--- src/rtl/dts_pkg.sv ---
// ----------------------------------------------------------------------------
// dts_pkg - shared constants and helpers for date_time_to_seconds
// Calendar constants, register offsets and the month-to-days table.
// ----------------------------------------------------------------------------
`default_nettype none

package dts_pkg;

  // field and internal widths
  localparam int unsigned YEAR_W  = 12;
  localparam int unsigned MONTH_W = 4;
  localparam int unsigned DAY_W   = 5;
  localparam int unsigned HOUR_W  = 5;
  localparam int unsigned MIN_W   = 6;
  localparam int unsigned SEC_W   = 6;
  localparam int unsigned OUT_W   = 32;
  localparam int unsigned FOURS_W = 11;   // multiples of four below a 12-bit year
  localparam int unsigned MDAYS_W = 9;    // days before a month, at most 366
  localparam int unsigned DAYS_W  = 21;   // whole-year days plus month days plus day
  localparam int unsigned HOURS_W = 26;   // days * 24 + hour

  // calendar constants
  localparam logic [8:0] DAYS_PER_YEAR = 9'd365;
  localparam logic [4:0] HOURS_PER_DAY = 5'd24;
  localparam logic [5:0] MINS_PER_HOUR = 6'd60;
  localparam logic [5:0] SECS_PER_MIN  = 6'd60;

  // configuration register map
  localparam int unsigned PADDR_W      = 3;
  localparam logic        REG_EPOCH    = 1'b0;   // register index, paddr[2]
  localparam logic [11:0] EPOCH_RESET  = 12'd1970;

  // days in the months before the given one; month zero adds none,
  // months above twelve add the whole year
  function automatic logic [MDAYS_W-1:0] days_before_month(
    input logic [MONTH_W-1:0] month,
    input logic               leap
  );
    logic [MDAYS_W-1:0] base;
    logic               feb_done;
    begin
      feb_done = (month >= 4'd3);
      unique case (month)
        4'd0:    base = 9'd0;
        4'd1:    base = 9'd0;
        4'd2:    base = 9'd31;
        4'd3:    base = 9'd59;
        4'd4:    base = 9'd90;
        4'd5:    base = 9'd120;
        4'd6:    base = 9'd151;
        4'd7:    base = 9'd181;
        4'd8:    base = 9'd212;
        4'd9:    base = 9'd243;
        4'd10:   base = 9'd273;
        4'd11:   base = 9'd304;
        4'd12:   base = 9'd334;
        default: base = 9'd365;
      endcase
      days_before_month = base + {8'd0, (leap && feb_done)};
    end
  endfunction

endpackage

`default_nettype wire

--- src/rtl/date_time_to_seconds.sv ---
// ----------------------------------------------------------------------------
// date_time_to_seconds - calendar date and time to a seconds count
// Five-stage pipeline: day count, then hours, minutes and seconds scaling.
// ----------------------------------------------------------------------------
//
//  channel  direction  handshake             payload
//  in       input      in_valid / in_stall   year month day hour minute second
//  out      output     out_valid / out_stall total_seconds
//  cfg      input      APB psel/penable      epoch_year at byte address 0
//
// One item per cycle sustained while out_stall stays low; an accepted item
// passes through every stage register in turn, and out_valid is the valid bit of stage 5.
// Stages: year/month lookup, day sum (x365), x24, x60, x60 into output register.
// Each stage holds its item only while the stage after it is full and blocked,
// so bubbles close up under a stall and in_stall rises only when all are full.
// Synchronous active-low reset clears the valid bits and sets epoch_year 1970.
//
`default_nettype none

module date_time_to_seconds (
  input  wire logic                               clk,
  input  wire logic                               rst_n,
  // input channel
  input  wire logic                               in_valid,
  output logic                                    in_stall,
  input  wire logic [dts_pkg::YEAR_W-1:0]         in_year,
  input  wire logic [dts_pkg::MONTH_W-1:0]        in_month,
  input  wire logic [dts_pkg::DAY_W-1:0]          in_day,
  input  wire logic [dts_pkg::HOUR_W-1:0]         in_hour,
  input  wire logic [dts_pkg::MIN_W-1:0]          in_minute,
  input  wire logic [dts_pkg::SEC_W-1:0]          in_second,
  // result channel
  output logic                                    out_valid,
  input  wire logic                               out_stall,
  output logic [dts_pkg::OUT_W-1:0]               out_total_seconds,
  // configuration port
  input  wire logic                               psel,
  input  wire logic                               penable,
  input  wire logic                               pwrite,
  input  wire logic [dts_pkg::PADDR_W-1:0]        paddr,
  input  wire logic [31:0]                        pwdata,
  output logic [31:0]                             prdata,
  output logic                                    pready
);

  localparam int unsigned DAYS_W  = dts_pkg::DAYS_W;
  localparam int unsigned HOURS_W = dts_pkg::HOURS_W;
  localparam int unsigned OUT_W   = dts_pkg::OUT_W;

  // configuration register
  logic [dts_pkg::YEAR_W-1:0] epoch_r;
  logic                       cfg_wr;

  assign pready = 1'b1;
  assign cfg_wr = psel && penable && pwrite && pready;

  always_ff @(posedge clk) begin
    if (!rst_n) begin
      epoch_r <= dts_pkg::EPOCH_RESET;
    end else if (cfg_wr && (paddr[2] == dts_pkg::REG_EPOCH)) begin
      epoch_r <= pwdata[dts_pkg::YEAR_W-1:0];
    end
  end

  // register read
  always_comb begin
    if (paddr[2] == dts_pkg::REG_EPOCH) begin
      prdata = {20'd0, epoch_r};
    end else begin
      prdata = 32'd0;
    end
  end

  // stage valids and per-stage advance
  logic v1_r, v2_r, v3_r, v4_r, v5_r;
  logic v1_nxt, v2_nxt, v3_nxt, v4_nxt, v5_nxt;
  logic rdy1, rdy2, rdy3, rdy4, rdy5;

  assign rdy5     = !v5_r || !out_stall;
  assign rdy4     = !v4_r || rdy5;
  assign rdy3     = !v3_r || rdy4;
  assign rdy2     = !v2_r || rdy3;
  assign rdy1     = !v1_r || rdy2;
  assign in_stall = !rdy1;

  always_comb begin
    v1_nxt = rdy1 ? in_valid : v1_r;
    v2_nxt = rdy2 ? v1_r     : v2_r;
    v3_nxt = rdy3 ? v2_r     : v3_r;
    v4_nxt = rdy4 ? v3_r     : v4_r;
    v5_nxt = rdy5 ? v4_r     : v5_r;
  end

  always_ff @(posedge clk) begin
    if (!rst_n) begin
      v1_r <= 1'b0;
      v2_r <= 1'b0;
      v3_r <= 1'b0;
      v4_r <= 1'b0;
      v5_r <= 1'b0;
    end else begin
      v1_r <= v1_nxt;
      v2_r <= v2_nxt;
      v3_r <= v3_nxt;
      v4_r <= v4_nxt;
      v5_r <= v5_nxt;
    end
  end

  // stage 1: whole years, leap days between years, days of earlier months
  logic [dts_pkg::YEAR_W-1:0]  s1_years_nxt, s1_years_r;
  logic [dts_pkg::FOURS_W-1:0] s1_leaps_nxt, s1_leaps_r;
  logic [dts_pkg::MDAYS_W-1:0] s1_mdays_nxt, s1_mdays_r;
  logic [dts_pkg::DAY_W-1:0]   s1_day_r;
  logic [dts_pkg::HOUR_W-1:0]  s1_hour_r;
  logic [dts_pkg::MIN_W-1:0]   s1_minute_r;
  logic [dts_pkg::SEC_W-1:0]   s1_second_r;
  logic [dts_pkg::YEAR_W:0]    year_up, epoch_up;
  logic [dts_pkg::FOURS_W-1:0] fours_year, fours_epoch;

  always_comb begin
    year_up      = {1'b0, in_year} + 13'd3;
    epoch_up     = {1'b0, epoch_r} + 13'd3;
    fours_year   = year_up[dts_pkg::YEAR_W:2];
    fours_epoch  = epoch_up[dts_pkg::YEAR_W:2];
    s1_mdays_nxt = dts_pkg::days_before_month(in_month, (in_year[1:0] == 2'd0));
    if (in_year > epoch_r) begin
      s1_years_nxt = in_year - epoch_r;
      s1_leaps_nxt = fours_year - fours_epoch;
    end else begin
      s1_years_nxt = '0;
      s1_leaps_nxt = '0;
    end
  end

  always_ff @(posedge clk) begin
    if (rdy1) begin
      s1_years_r  <= s1_years_nxt;
      s1_leaps_r  <= s1_leaps_nxt;
      s1_mdays_r  <= s1_mdays_nxt;
      s1_day_r    <= in_day;
      s1_hour_r   <= in_hour;
      s1_minute_r <= in_minute;
      s1_second_r <= in_second;
    end
  end

  // stage 2: total day count
  logic [dts_pkg::DAYS_W-1:0] s2_days_nxt, s2_days_r;
  logic [dts_pkg::HOUR_W-1:0] s2_hour_r;
  logic [dts_pkg::MIN_W-1:0]  s2_minute_r;
  logic [dts_pkg::SEC_W-1:0]  s2_second_r;

  assign s2_days_nxt = DAYS_W'(DAYS_W'(s1_years_r) * DAYS_W'(dts_pkg::DAYS_PER_YEAR))
                     + DAYS_W'(s1_leaps_r) + DAYS_W'(s1_mdays_r) + DAYS_W'(s1_day_r);

  always_ff @(posedge clk) begin
    if (rdy2) begin
      s2_days_r   <= s2_days_nxt;
      s2_hour_r   <= s1_hour_r;
      s2_minute_r <= s1_minute_r;
      s2_second_r <= s1_second_r;
    end
  end

  // stage 3: hours
  logic [dts_pkg::HOURS_W-1:0] s3_hours_nxt, s3_hours_r;
  logic [dts_pkg::MIN_W-1:0]   s3_minute_r;
  logic [dts_pkg::SEC_W-1:0]   s3_second_r;

  assign s3_hours_nxt = HOURS_W'(HOURS_W'(s2_days_r) * HOURS_W'(dts_pkg::HOURS_PER_DAY))
                      + HOURS_W'(s2_hour_r);

  always_ff @(posedge clk) begin
    if (rdy3) begin
      s3_hours_r  <= s3_hours_nxt;
      s3_minute_r <= s2_minute_r;
      s3_second_r <= s2_second_r;
    end
  end

  // stage 4: minutes, wrapping at 32 bits
  logic [dts_pkg::OUT_W-1:0] s4_mins_nxt, s4_mins_r;
  logic [dts_pkg::SEC_W-1:0] s4_second_r;

  assign s4_mins_nxt = OUT_W'(OUT_W'(s3_hours_r) * OUT_W'(dts_pkg::MINS_PER_HOUR))
                     + OUT_W'(s3_minute_r);

  always_ff @(posedge clk) begin
    if (rdy4) begin
      s4_mins_r   <= s4_mins_nxt;
      s4_second_r <= s3_second_r;
    end
  end

  // stage 5: seconds into the output register
  logic [dts_pkg::OUT_W-1:0] s5_secs_nxt, s5_secs_r;

  assign s5_secs_nxt = OUT_W'(s4_mins_r * OUT_W'(dts_pkg::SECS_PER_MIN))
                     + OUT_W'(s4_second_r);

  always_ff @(posedge clk) begin
    if (rdy5) begin
      s5_secs_r <= s5_secs_nxt;
    end
  end

  assign out_valid         = v5_r;
  assign out_total_seconds = s5_secs_r;

endmodule

`default_nettype wire

--- config.mk ---
export PLATFORM = sky130hd
export DESIGN_NAME = date_time_to_seconds
export DESIGN_NICKNAME = d
export VERILOG_FILES = /design/src/rtl/dts_pkg.sv /design/src/rtl/date_time_to_seconds.sv
export SDC_FILE = /design/constraint.sdc
export NUM_CORES = 1
export LEC_CHECK = 0
export BUFFER_PORTS_ARGS = -buffer_cell sky130_fd_sc_hd__buf_4
export CAP_MARGIN = 20
export CORE_ASPECT_RATIO = 1.5
export CORE_MARGIN = 1.5
export CORE_UTILIZATION = 63
export CTS_CLUSTER_DIAMETER = 150
export CTS_CLUSTER_SIZE = 30
export DETAILED_ROUTE_END_ITERATION = 16
export MAX_ROUTING_LAYER = met4
export PLACE_DENSITY_LB_ADDON = 0.2
export RECOVER_POWER = 100
export SLEW_MARGIN = 40
export SYNTH_ARGS = -nofsm -noshare
export SYNTH_HDL_FRONTEND = slang
export SYNTH_SLANG_ARGS = --single-unit
--- constraint.sdc ---
create_clock -name clk -period 6.61 [get_ports clk]
set_input_delay 1.6525 -clock clk [delete_from_list [all_inputs] [get_ports clk]]
set_output_delay 1.6525 -clock clk [all_outputs]
set_load 0.05 [all_outputs]
# Word-level counts from Yosys, hierarchy flattened
# Memories as Yosys holds them, arrays and structs flattened.
# Index checks and enable logic that the tools add are counted.
totals:
  regBits: 217
  mem_bits_ro: 144
  inputBits: 80
  output_inout_bits: 67
  elab_cells: 60
  mem_count: 1
classes:
  add_sub_neg: 11
  n_mul: 4
  order_cmp: 2
  muxes: 1
  bitwise: 1
  n_reduce_logical: 17
mem_list:
  columns: ["name", "depth", "word_bits", "rd", "rd_clocked_by_memory_dff", "wr", "line_no", "text"]
  rows:
  - ["(name not given)", 16, 9, 1, 0, 0, "dts_pkg.sv:43", "unique case (month)"]
ops:
  columns: ["operator", "n"]
  rows:
  - ["32-bit by 6-bit adder with 32-bit output", 2]
  - ["32-bit by 4-bit multiplier with 30-bit output (second input constant)", 1]
  - ["26-bit by 4-bit multiplier with 30-bit output (second input constant)", 1]
  - ["12-bit by 2-bit adder with 13-bit output (second input constant)", 2]
  - ["26-bit by 5-bit adder with 26-bit output", 1]
  - ["21-bit by 2-bit multiplier with 23-bit output (second input constant)", 1]
  - ["21-bit by 11-bit adder with 21-bit output", 1]
  - ["21-bit by 5-bit adder with 21-bit output", 1]
  - ["21-bit by 9-bit adder with 21-bit output", 1]
  - ["12-bit by 9-bit multiplier with 21-bit output (second input constant)", 1]
  - ["12-bit > comparator", 1]
  - ["12-bit 2-to-1 mux", 1]
  - ["12-bit subtractor", 1]
  - ["11-bit subtractor", 1]
  - ["9-bit by 1-bit adder with 9-bit output", 1]
  - ["1-bit logical NOT", 7]
  - ["1-bit logical OR", 5]
  - ["4-bit by 2-bit >= comparator with 1-bit output (second input constant)", 1]
  - ["1-bit logical AND", 4]
  - ["2-bit logical NOT", 1]
  - ["1-bit inverter", 1]

# Longest topological paths before layout
# Gate-level depths: netlist of the first run.
depth:
  depth_word: 7
  ltp_mapped: 18
  depth_no_buf: 18

# Least setup slack after synthesis of the first run
# Ideal clock, no wire load.
synth_timing:
  path_kind: "input-to-output"
  from: "in out_stall"
  to: "out in_stall"
  t_arrival_ns: 4.205
  required_ns: 4.957
  path_slack_ns: 0.753
  cell_stages: 4
  n_path_buf: 0
  cell_sequence: "and3_1 -> and2_1 -> nand3_1 -> inv_1"
synth_via:
  elab_chain_len: 7
synth_lines:
  columns: ["item", "line_no", "text"]
  rows:
  - ["start: declaration", "date_time_to_seconds.sv:34", "input wire logic out_stall,"]
  - ["1-bit logical NOT", "date_time_to_seconds.sv:79", "assign rdy5 = !v5_r || !out_stall;"]
  - ["1-bit logical OR", "date_time_to_seconds.sv:79", null]
  - ["1-bit logical OR", "date_time_to_seconds.sv:80", "assign rdy4 = !v4_r || rdy5;"]
  - ["1-bit logical OR", "date_time_to_seconds.sv:81", "assign rdy3 = !v3_r || rdy4;"]
  - ["1-bit logical OR", "date_time_to_seconds.sv:82", "assign rdy2 = !v2_r || rdy3;"]
  - ["1-bit logical OR", "date_time_to_seconds.sv:83", "assign rdy1 = !v1_r || rdy2;"]
  - ["1-bit logical NOT", "date_time_to_seconds.sv:84", "assign in_stall = !rdy1;"]
  - ["end: declaration", "date_time_to_seconds.sv:25", "output logic in_stall,"]
# No other way between the ends.

# Worst setup path after layout of the first run
layout_timing:
  from: "in in_year[2] (netlist name)"
  to: "reg s1_leaps_r[4] (netlist name), data pin"
layout_via:
  elab_chain_len: 2
  elab_cells_between_ends: 3
  cone_classes: "add/sub: 2; order compare: 1"
layout_lines:
  columns: ["item", "line_no", "text"]
  rows:
  - ["start: declaration", "date_time_to_seconds.sv:26", "input wire logic [dts_pkg::YEAR_W-1:0] in_year,"]
  - ["12-bit by 2-bit adder with 13-bit output", "date_time_to_seconds.sv:122", "year_up = {1'b0, in_year} + 13'd3;"]
  - ["11-bit subtractor", "date_time_to_seconds.sv:129", "s1_leaps_nxt = fours_year - fours_epoch;"]
  - ["end signal: assignment", "date_time_to_seconds.sv:139", "s1_leaps_r <= s1_leaps_nxt;"]
  - ["end: declaration", "date_time_to_seconds.sv:112", "logic [dts_pkg::FOURS_W-1:0] s1_leaps_nxt, s1_leaps_r;"]
# Parallel ways exist; a longest one is shown, timed or not.
# A chain may end at the register's enable or synchronous reset.

==> impl_metrics.toml, run 1 <==
[finish]
drive_gt1_share_pct = 4.41
areaGrowthSynthToFinish_pct = 5.74
design_area_um2 = 20900
nNetsFinal = 2449
n_antenna_cell = 0

[worst_setup_path]
cp_max_fo = 13
critPathArrivalTime_ns = 5.54
path_cells = "buf_4, ha_1, nor2b_1, o21ai_0, a21boi_0, o21ai_0, a21boi_0, o21a_1, o21ai_0, a21oi_1, o31ai_1, clkbuf_1, nor3_1"
cpPeakStageDelay_ns = 1.10
end_kind = "flip-flop"
start_kind = "input port"
worst_path_most_repeated_cell = "o21ai_0"
cp_top_family = "compound AO/OA/AOI/OAI gates"
required_ns = 6.84
crit_type = "input port to flip-flop"
cp_num_buf_inv = 2
crit_slowest_cell = "o31ai_1"

[global_routing]
grt_pass1_wl_um = 63200
grt_pass1_vias = 14600
grt_use_total_pct = 24.7
grt_use_met2_pct = 52.8
antenna_found_initial = 0
grt_overflow = 0
grtUsageMet3_pct = 1.45
busiest_layer = "met2"
grt_use_met1_pct = 20.7
grt_max_degree = 55

[detailed_routing]
wire_per_inst_um = 15.4
drt_iter0_drc = 317
drcViolationCount = 0
drt_wl_total_um = 37400
antenna_left = 0
dr.pass1.iters = 5
via_count = 13500
vias_per_cell = 5.56

[clock_network]
clock_sinks = 215
cts_hold_buf = 0
clk_latency_ns = 0.49
ctsResizeCount = 0
clk_pin_slew_ns = 0.12
cts_root_buf = "clkbuf_16"
clk_path_buf_depth = 3
cts_tree = "done"
h-tree-depth = 1
cts_buffers = 11
cts_setup_buffers = 0

[sta]
min_period_ns = 5.31
drv_slew = 204
hold_ws_ns = 0.413
worst_pin_slew_ns = 2.75
fin_crit_sh_pct = 80.3
finalSetupViolations = 0
finalHoldViolCount = 0
skew_ns = 0.0566
fmax_mhz = 188
rsz0062_at_grt = "false"
tns_ns = 0
slew_headroom_pct = -83.1

[yosys]
synth-edff-count = 198
yosysWarningCount = 0
synth.distinct_cells = 92
syn_avg_cell_area_um2 = 10.3
syn_area_um2 = 19700
yosysSeqAreaShare_pct = 31.9
ys_async_sr_fraction_pct = 0
ys_ff_latch = 215
synthCells = 1920
ys.flop_type = "edfxtp_1"

[place]
io_buffers = 103
dpl_cell_area_um2 = 20900
hpwlAfterDp_um = 31400
gp_congestion = 0.901

[floorplan]
fp.dieH_um = 220
dieArea_um2 = 32400
rows = 79
ioPinCount = 147
die_w_um = 148
core_um2 = 30900
start_util_pct = 63.8

[run_status]
violations = "max-capacitance violations, max-slew violations"
outcome = "complete, but fails checks"

[min_path]
hold_path.class = "flip-flop to flip-flop"

[run]
maxCapViolCount = 5
[layout make-up]
type,instances,area (um^2)
Multi-Input combinational cell,1363,12000
Fill cell,2507,10100
Sequential cell,215,6290
Inverter,315,1180
Timing Repair Buffer,109,608
Tap cell,405,507
Clock buffer,16,294
Clock inverter,1,30.0
[cells in the mapped netlist, drive strengths merged (10+ instances only)]
cell    count  area, um^2
a211oi     19         158
a21boi     17         128
a21o       44         333
a21oi     103         531
a31oi      11        68.8
and2       11        70.1
and3       16         100
buf        29         204
clkbuf     17        63.8
dfxtp      17         340
edfxtp    198        5950
fa        165        3300
ha        189        2360
inv       315        1180
nand2     109         409
nand2b     17         106
nand3      38         195
nand4      25         156
nor2      115         432
nor2b      25         156
nor3       44         241
o211ai     14         105
o21a       17         128
o21ai      64         328
o31ai      15         123
or2        10        67.6
xnor2     126        1110
xor2       56         490
[sequential cells by signal, indices dropped and copies added (netlist names), 5 cells and up]
name,cells
s3_hours_r,26
s2_second_r,6
s1_second_r,6
epoch_r,12
s1_minute_r,6
s1_hour_r,5
s2_hour_r,5
s4_second_r,6
s4_mins_r,30
s2_minute_r,6
out_total_seconds,32
s3_minute_r,6
s1_leaps_r,11
s1_years_r,12
s1_mdays_r,9
s2_days_r,21
s1_day_r,5
s3_second_r,6
[layout by cell type (no fill, tap or decap), drive strengths merged, types with 4 or more instances in the layout]
| master | n |
|---|---|
| clkbuf | 95 |
| and3 | 16 |
| nand2b | 17 |
| nand3 | 38 |
| o21a | 17 |
| or2 | 10 |
| nand3b | 4 |
| nand4 | 25 |
| a31oi | 11 |
| a21oi | 103 |
| inv | 315 |
| a21o | 44 |
| a211oi | 19 |
| nor3 | 44 |
| nor2 | 115 |
| o21bai | 7 |
| nor4 | 8 |
| and2 | 11 |
| nor2b | 25 |
| o21ai | 64 |
| dfxtp | 17 |
| conb | 21 |
| mux2i | 4 |
| o31ai | 15 |
| xor2 | 56 |
| buf | 30 |
| edfxtp | 198 |
| nand2 | 109 |
| o211ai | 14 |
| fa | 165 |
| xnor2 | 126 |
| nor3b | 4 |
| or3 | 7 |
| a21boi | 17 |
| a2111oi | 9 |
| ha | 189 |
| and4 | 7 |
| a221oi | 4 |
[stage by stage]
stage / utilization [%] / setup slack, ns / instances
2_1_floorplan: - / 0.753 / 1939
3_3_place_gp: 67.5 / 1.35 / 2407
3_5_place_dp: 67.5 / 1.33 / 2407
4_1_cts: 68.5 / 1.25 / 2424
5_1_grt: 67.4 / 0.849 / 2424
6_report: 67.4 / 1.30 / 2424
[routing by layer]
layer  up-vias  part of all wire [%]
li1       6693                     -
met1      6460                    33
met2       221                    60
met3       105                   2.0
met4         0                   4.7
met5         -                     0
[cells by family (layout without fill, tap and decap cells)]
logic type / count (synthesis) / after routing / synth area share (%)
adders and majority gates: 354 / 354 / 28.7
DFF: 215 / 215 / 31.9
muxes: 4 / 4 / 0.203
and+or+nand+nor: 452 / 452 / 11.7
other: 2 / 21 / 0.0381
AOI/OAI and AO/OA: 350 / 350 / 12.0
buffers and inverters: 361 / 441 / 7.35
xor gates and xnor gates: 182 / 182 / 8.12
[final timing paths]
check | start | endpoint | slack (ns) | depth (start not counted)
max | in_year[2] | s1_leaps_r[4] | 1.30 | 13
min | s3_minute_r[0] | s4_mins_r[0] | 0.41 | 0
max reg2reg | s1_years_r[1] | s2_days_r[20] | 1.30 | 18
min reg2reg | s3_minute_r[0] | s4_mins_r[0] | 0.41 | 0
Power of run 1 is left out: the tool's default activity adds up to more than one toggle a clock period on the data nets, which glitch-free logic cannot reach.
==> run 2, diff against run 1 <==
==> constraint.sdc (replaced) <==
create_clock -name clk -period 5 [get_ports clk]
set_input_delay 1.25 -clock clk [delete_from_list [all_inputs] [get_ports clk]]
set_output_delay 1.25 -clock clk [all_outputs]
set_load 0.05 [all_outputs]
==> run 2 against run 1 <==
- the flow still finishes with violations (max-capacitance violations, max-slew violations)
- clock-buffer cell count is the same
- worst setup slack lost 1.2 ns
- hold slack lost 0.0033 ns
- critical path type is now flip-flop to flip-flop
- clock skew grew 0.0028 ns
- critical path depth grew 3
- wire length grew 4.7%
- cell area grew 2.7%
- flip-flop and latch count is the same
- utilization grew 1.8 points
- die area is the same
- register-to-register slack lost 1.2 ns
- first-iteration DRC count grew 47%
==> impl_metrics.toml, run 2 (synthesized netlist as in run 1, its figures left out) <==
[run_status]
outcome = "complete, but fails checks"
violations = "max-capacitance violations, max-slew violations"

[detailed_routing]
via_count = 13800
drcViolationCount = 0
drt_iter0_drc = 465
vias_per_cell = 5.61
drt_wl_total_um = 39100
antenna_left = 0
wire_per_inst_um = 15.9
dr.pass1.iters = 5

[floorplan]
core_um2 = 30900
start_util_pct = 63.8
die_w_um = 148
fp.dieH_um = 220
ioPinCount = 147
rows = 79
dieArea_um2 = 32400

[sta]
worst_pin_slew_ns = 2.83
skew_ns = 0.0594
min_period_ns = 4.85
drv_slew = 204
worst_slack_ns = 0.150
finalHoldViolCount = 0
fmax_mhz = 206
slew_headroom_pct = -88.7
finalSetupViolations = 0
fin_crit_sh_pct = 97.0
rsz0062_at_grt = "false"

[place]
dp_cells = 2443
pre_cts_slack_ns = -0.118
gp_congestion = 0.942
io_buffers = 103
dpl_cell_area_um2 = 21100
hpwlAfterDp_um = 32300

[clock_network]
clk_latency_ns = 0.50
clk_pin_slew_ns = 0.13
clk_path_buf_depth = 3
h-tree-depth = 1
clock_sinks = 215
cts_buffers = 11
cts_root_buf = "clkbuf_16"
cts_tree = "done"

[global_routing]
grt_max_degree = 55
grt_pass1_wl_um = 65000
grt_use_total_pct = 25.5
antenna_found_initial = 0
grt_use_met2_pct = 54.9
grtUsageMet3_pct = 1.57
grt_overflow = 0
grt_pass1_vias = 14800
grt_use_met1_pct = 21.4
busiest_layer = "met2"

[worst_setup_path]
path_cells = "ha_4, fa_1, fa_1, fa_1, inv_1, fa_1, inv_1, ha_1, or3_4, o211a_4, buf_4, o31ai_4, nand2b_1, a21oi_1, o21ba_2, xnor2_1"
end_kind = "flip-flop"
cp_max_fo = 2
cpPeakStageDelay_ns = 0.54
start_kind = "flip-flop"
critPathArrivalTime_ns = 5.12
required_ns = 5.27
cp_num_buf_inv = 3
regToRegSetupSlack_ns = 0.15
cp_top_family = "adder cells"
crit_slowest_cell = "fa_1"
crit_type = "flip-flop to flip-flop"
worst_path_most_repeated_cell = "fa_1"

[finish]
design_area_um2 = 21400
n_antenna_cell = 0
mostFrequentLayoutCells = "inv_1 (309), edfxtp_1 (198), ha_1 (178), fa_1 (165), xnor2_1 (125)"
nFillCells = 2443
final_cells = 2464
areaGrowthSynthToFinish_pct = 8.60
nNetsFinal = 2489
drive_gt1_share_pct = 8.06
layout_commonest_cell = "inv_1"
largest_reg_flops = 32
fin_util_pct = 69.3

[run]
maxCapViolCount = 5

[min_path]
hold_path.class = "flip-flop to flip-flop"
## run 2: through the flow
step	TNS, ns	hold WS (ns)
detailed placement	-0.152	0.405
finish	0	0.409
floorplan	0	0.400
global placement	0	0.400
global route	0	0.427
CTS	0	0.415
## run 2: metal layers
metal	up-vias	wire [um]
met5	-	0
met4	0	1730
met3	101	808
met2	235	23800
met1	6730	12800
li1	6763	-
## run 2: final timing paths
check             depth (start not counted)           start       endpoint
hold / removal                            0  s3_minute_r[0]   s4_mins_r[0]
hold reg to reg                           0  s3_minute_r[0]   s4_mins_r[0]
setup reg to reg                         16   s1_years_r[6]  s2_days_r[15]
setup / recovery                         16   s1_years_r[6]  s2_days_r[15]
## run 2: layout make-up
class / instances / area, um^2 / area share [%]
multi-input cells: 1363 / 12200 / 57.1
repair buffers: 149 / 886 / 4.13
inverters: 315 / 1180 / 5.52
clock inverters: 1 / 30.0 / 0.140
clock buffers: 16 / 294 / 1.37
flip-flops and latches: 215 / 6290 / 29.3
well taps: 405 / 507 / 2.36
## run 2: repair_timing
action | CTS | global route
buffers inserted | 1 | 3
gates resized for setup | 8 | 39
hold buffers | 0 | 0
setup endpoints to repair | 3 | 13
pin swaps | 1 | 16
hold endpoints to repair | 0 | 0
Power of run 2 is left out for the same reason.
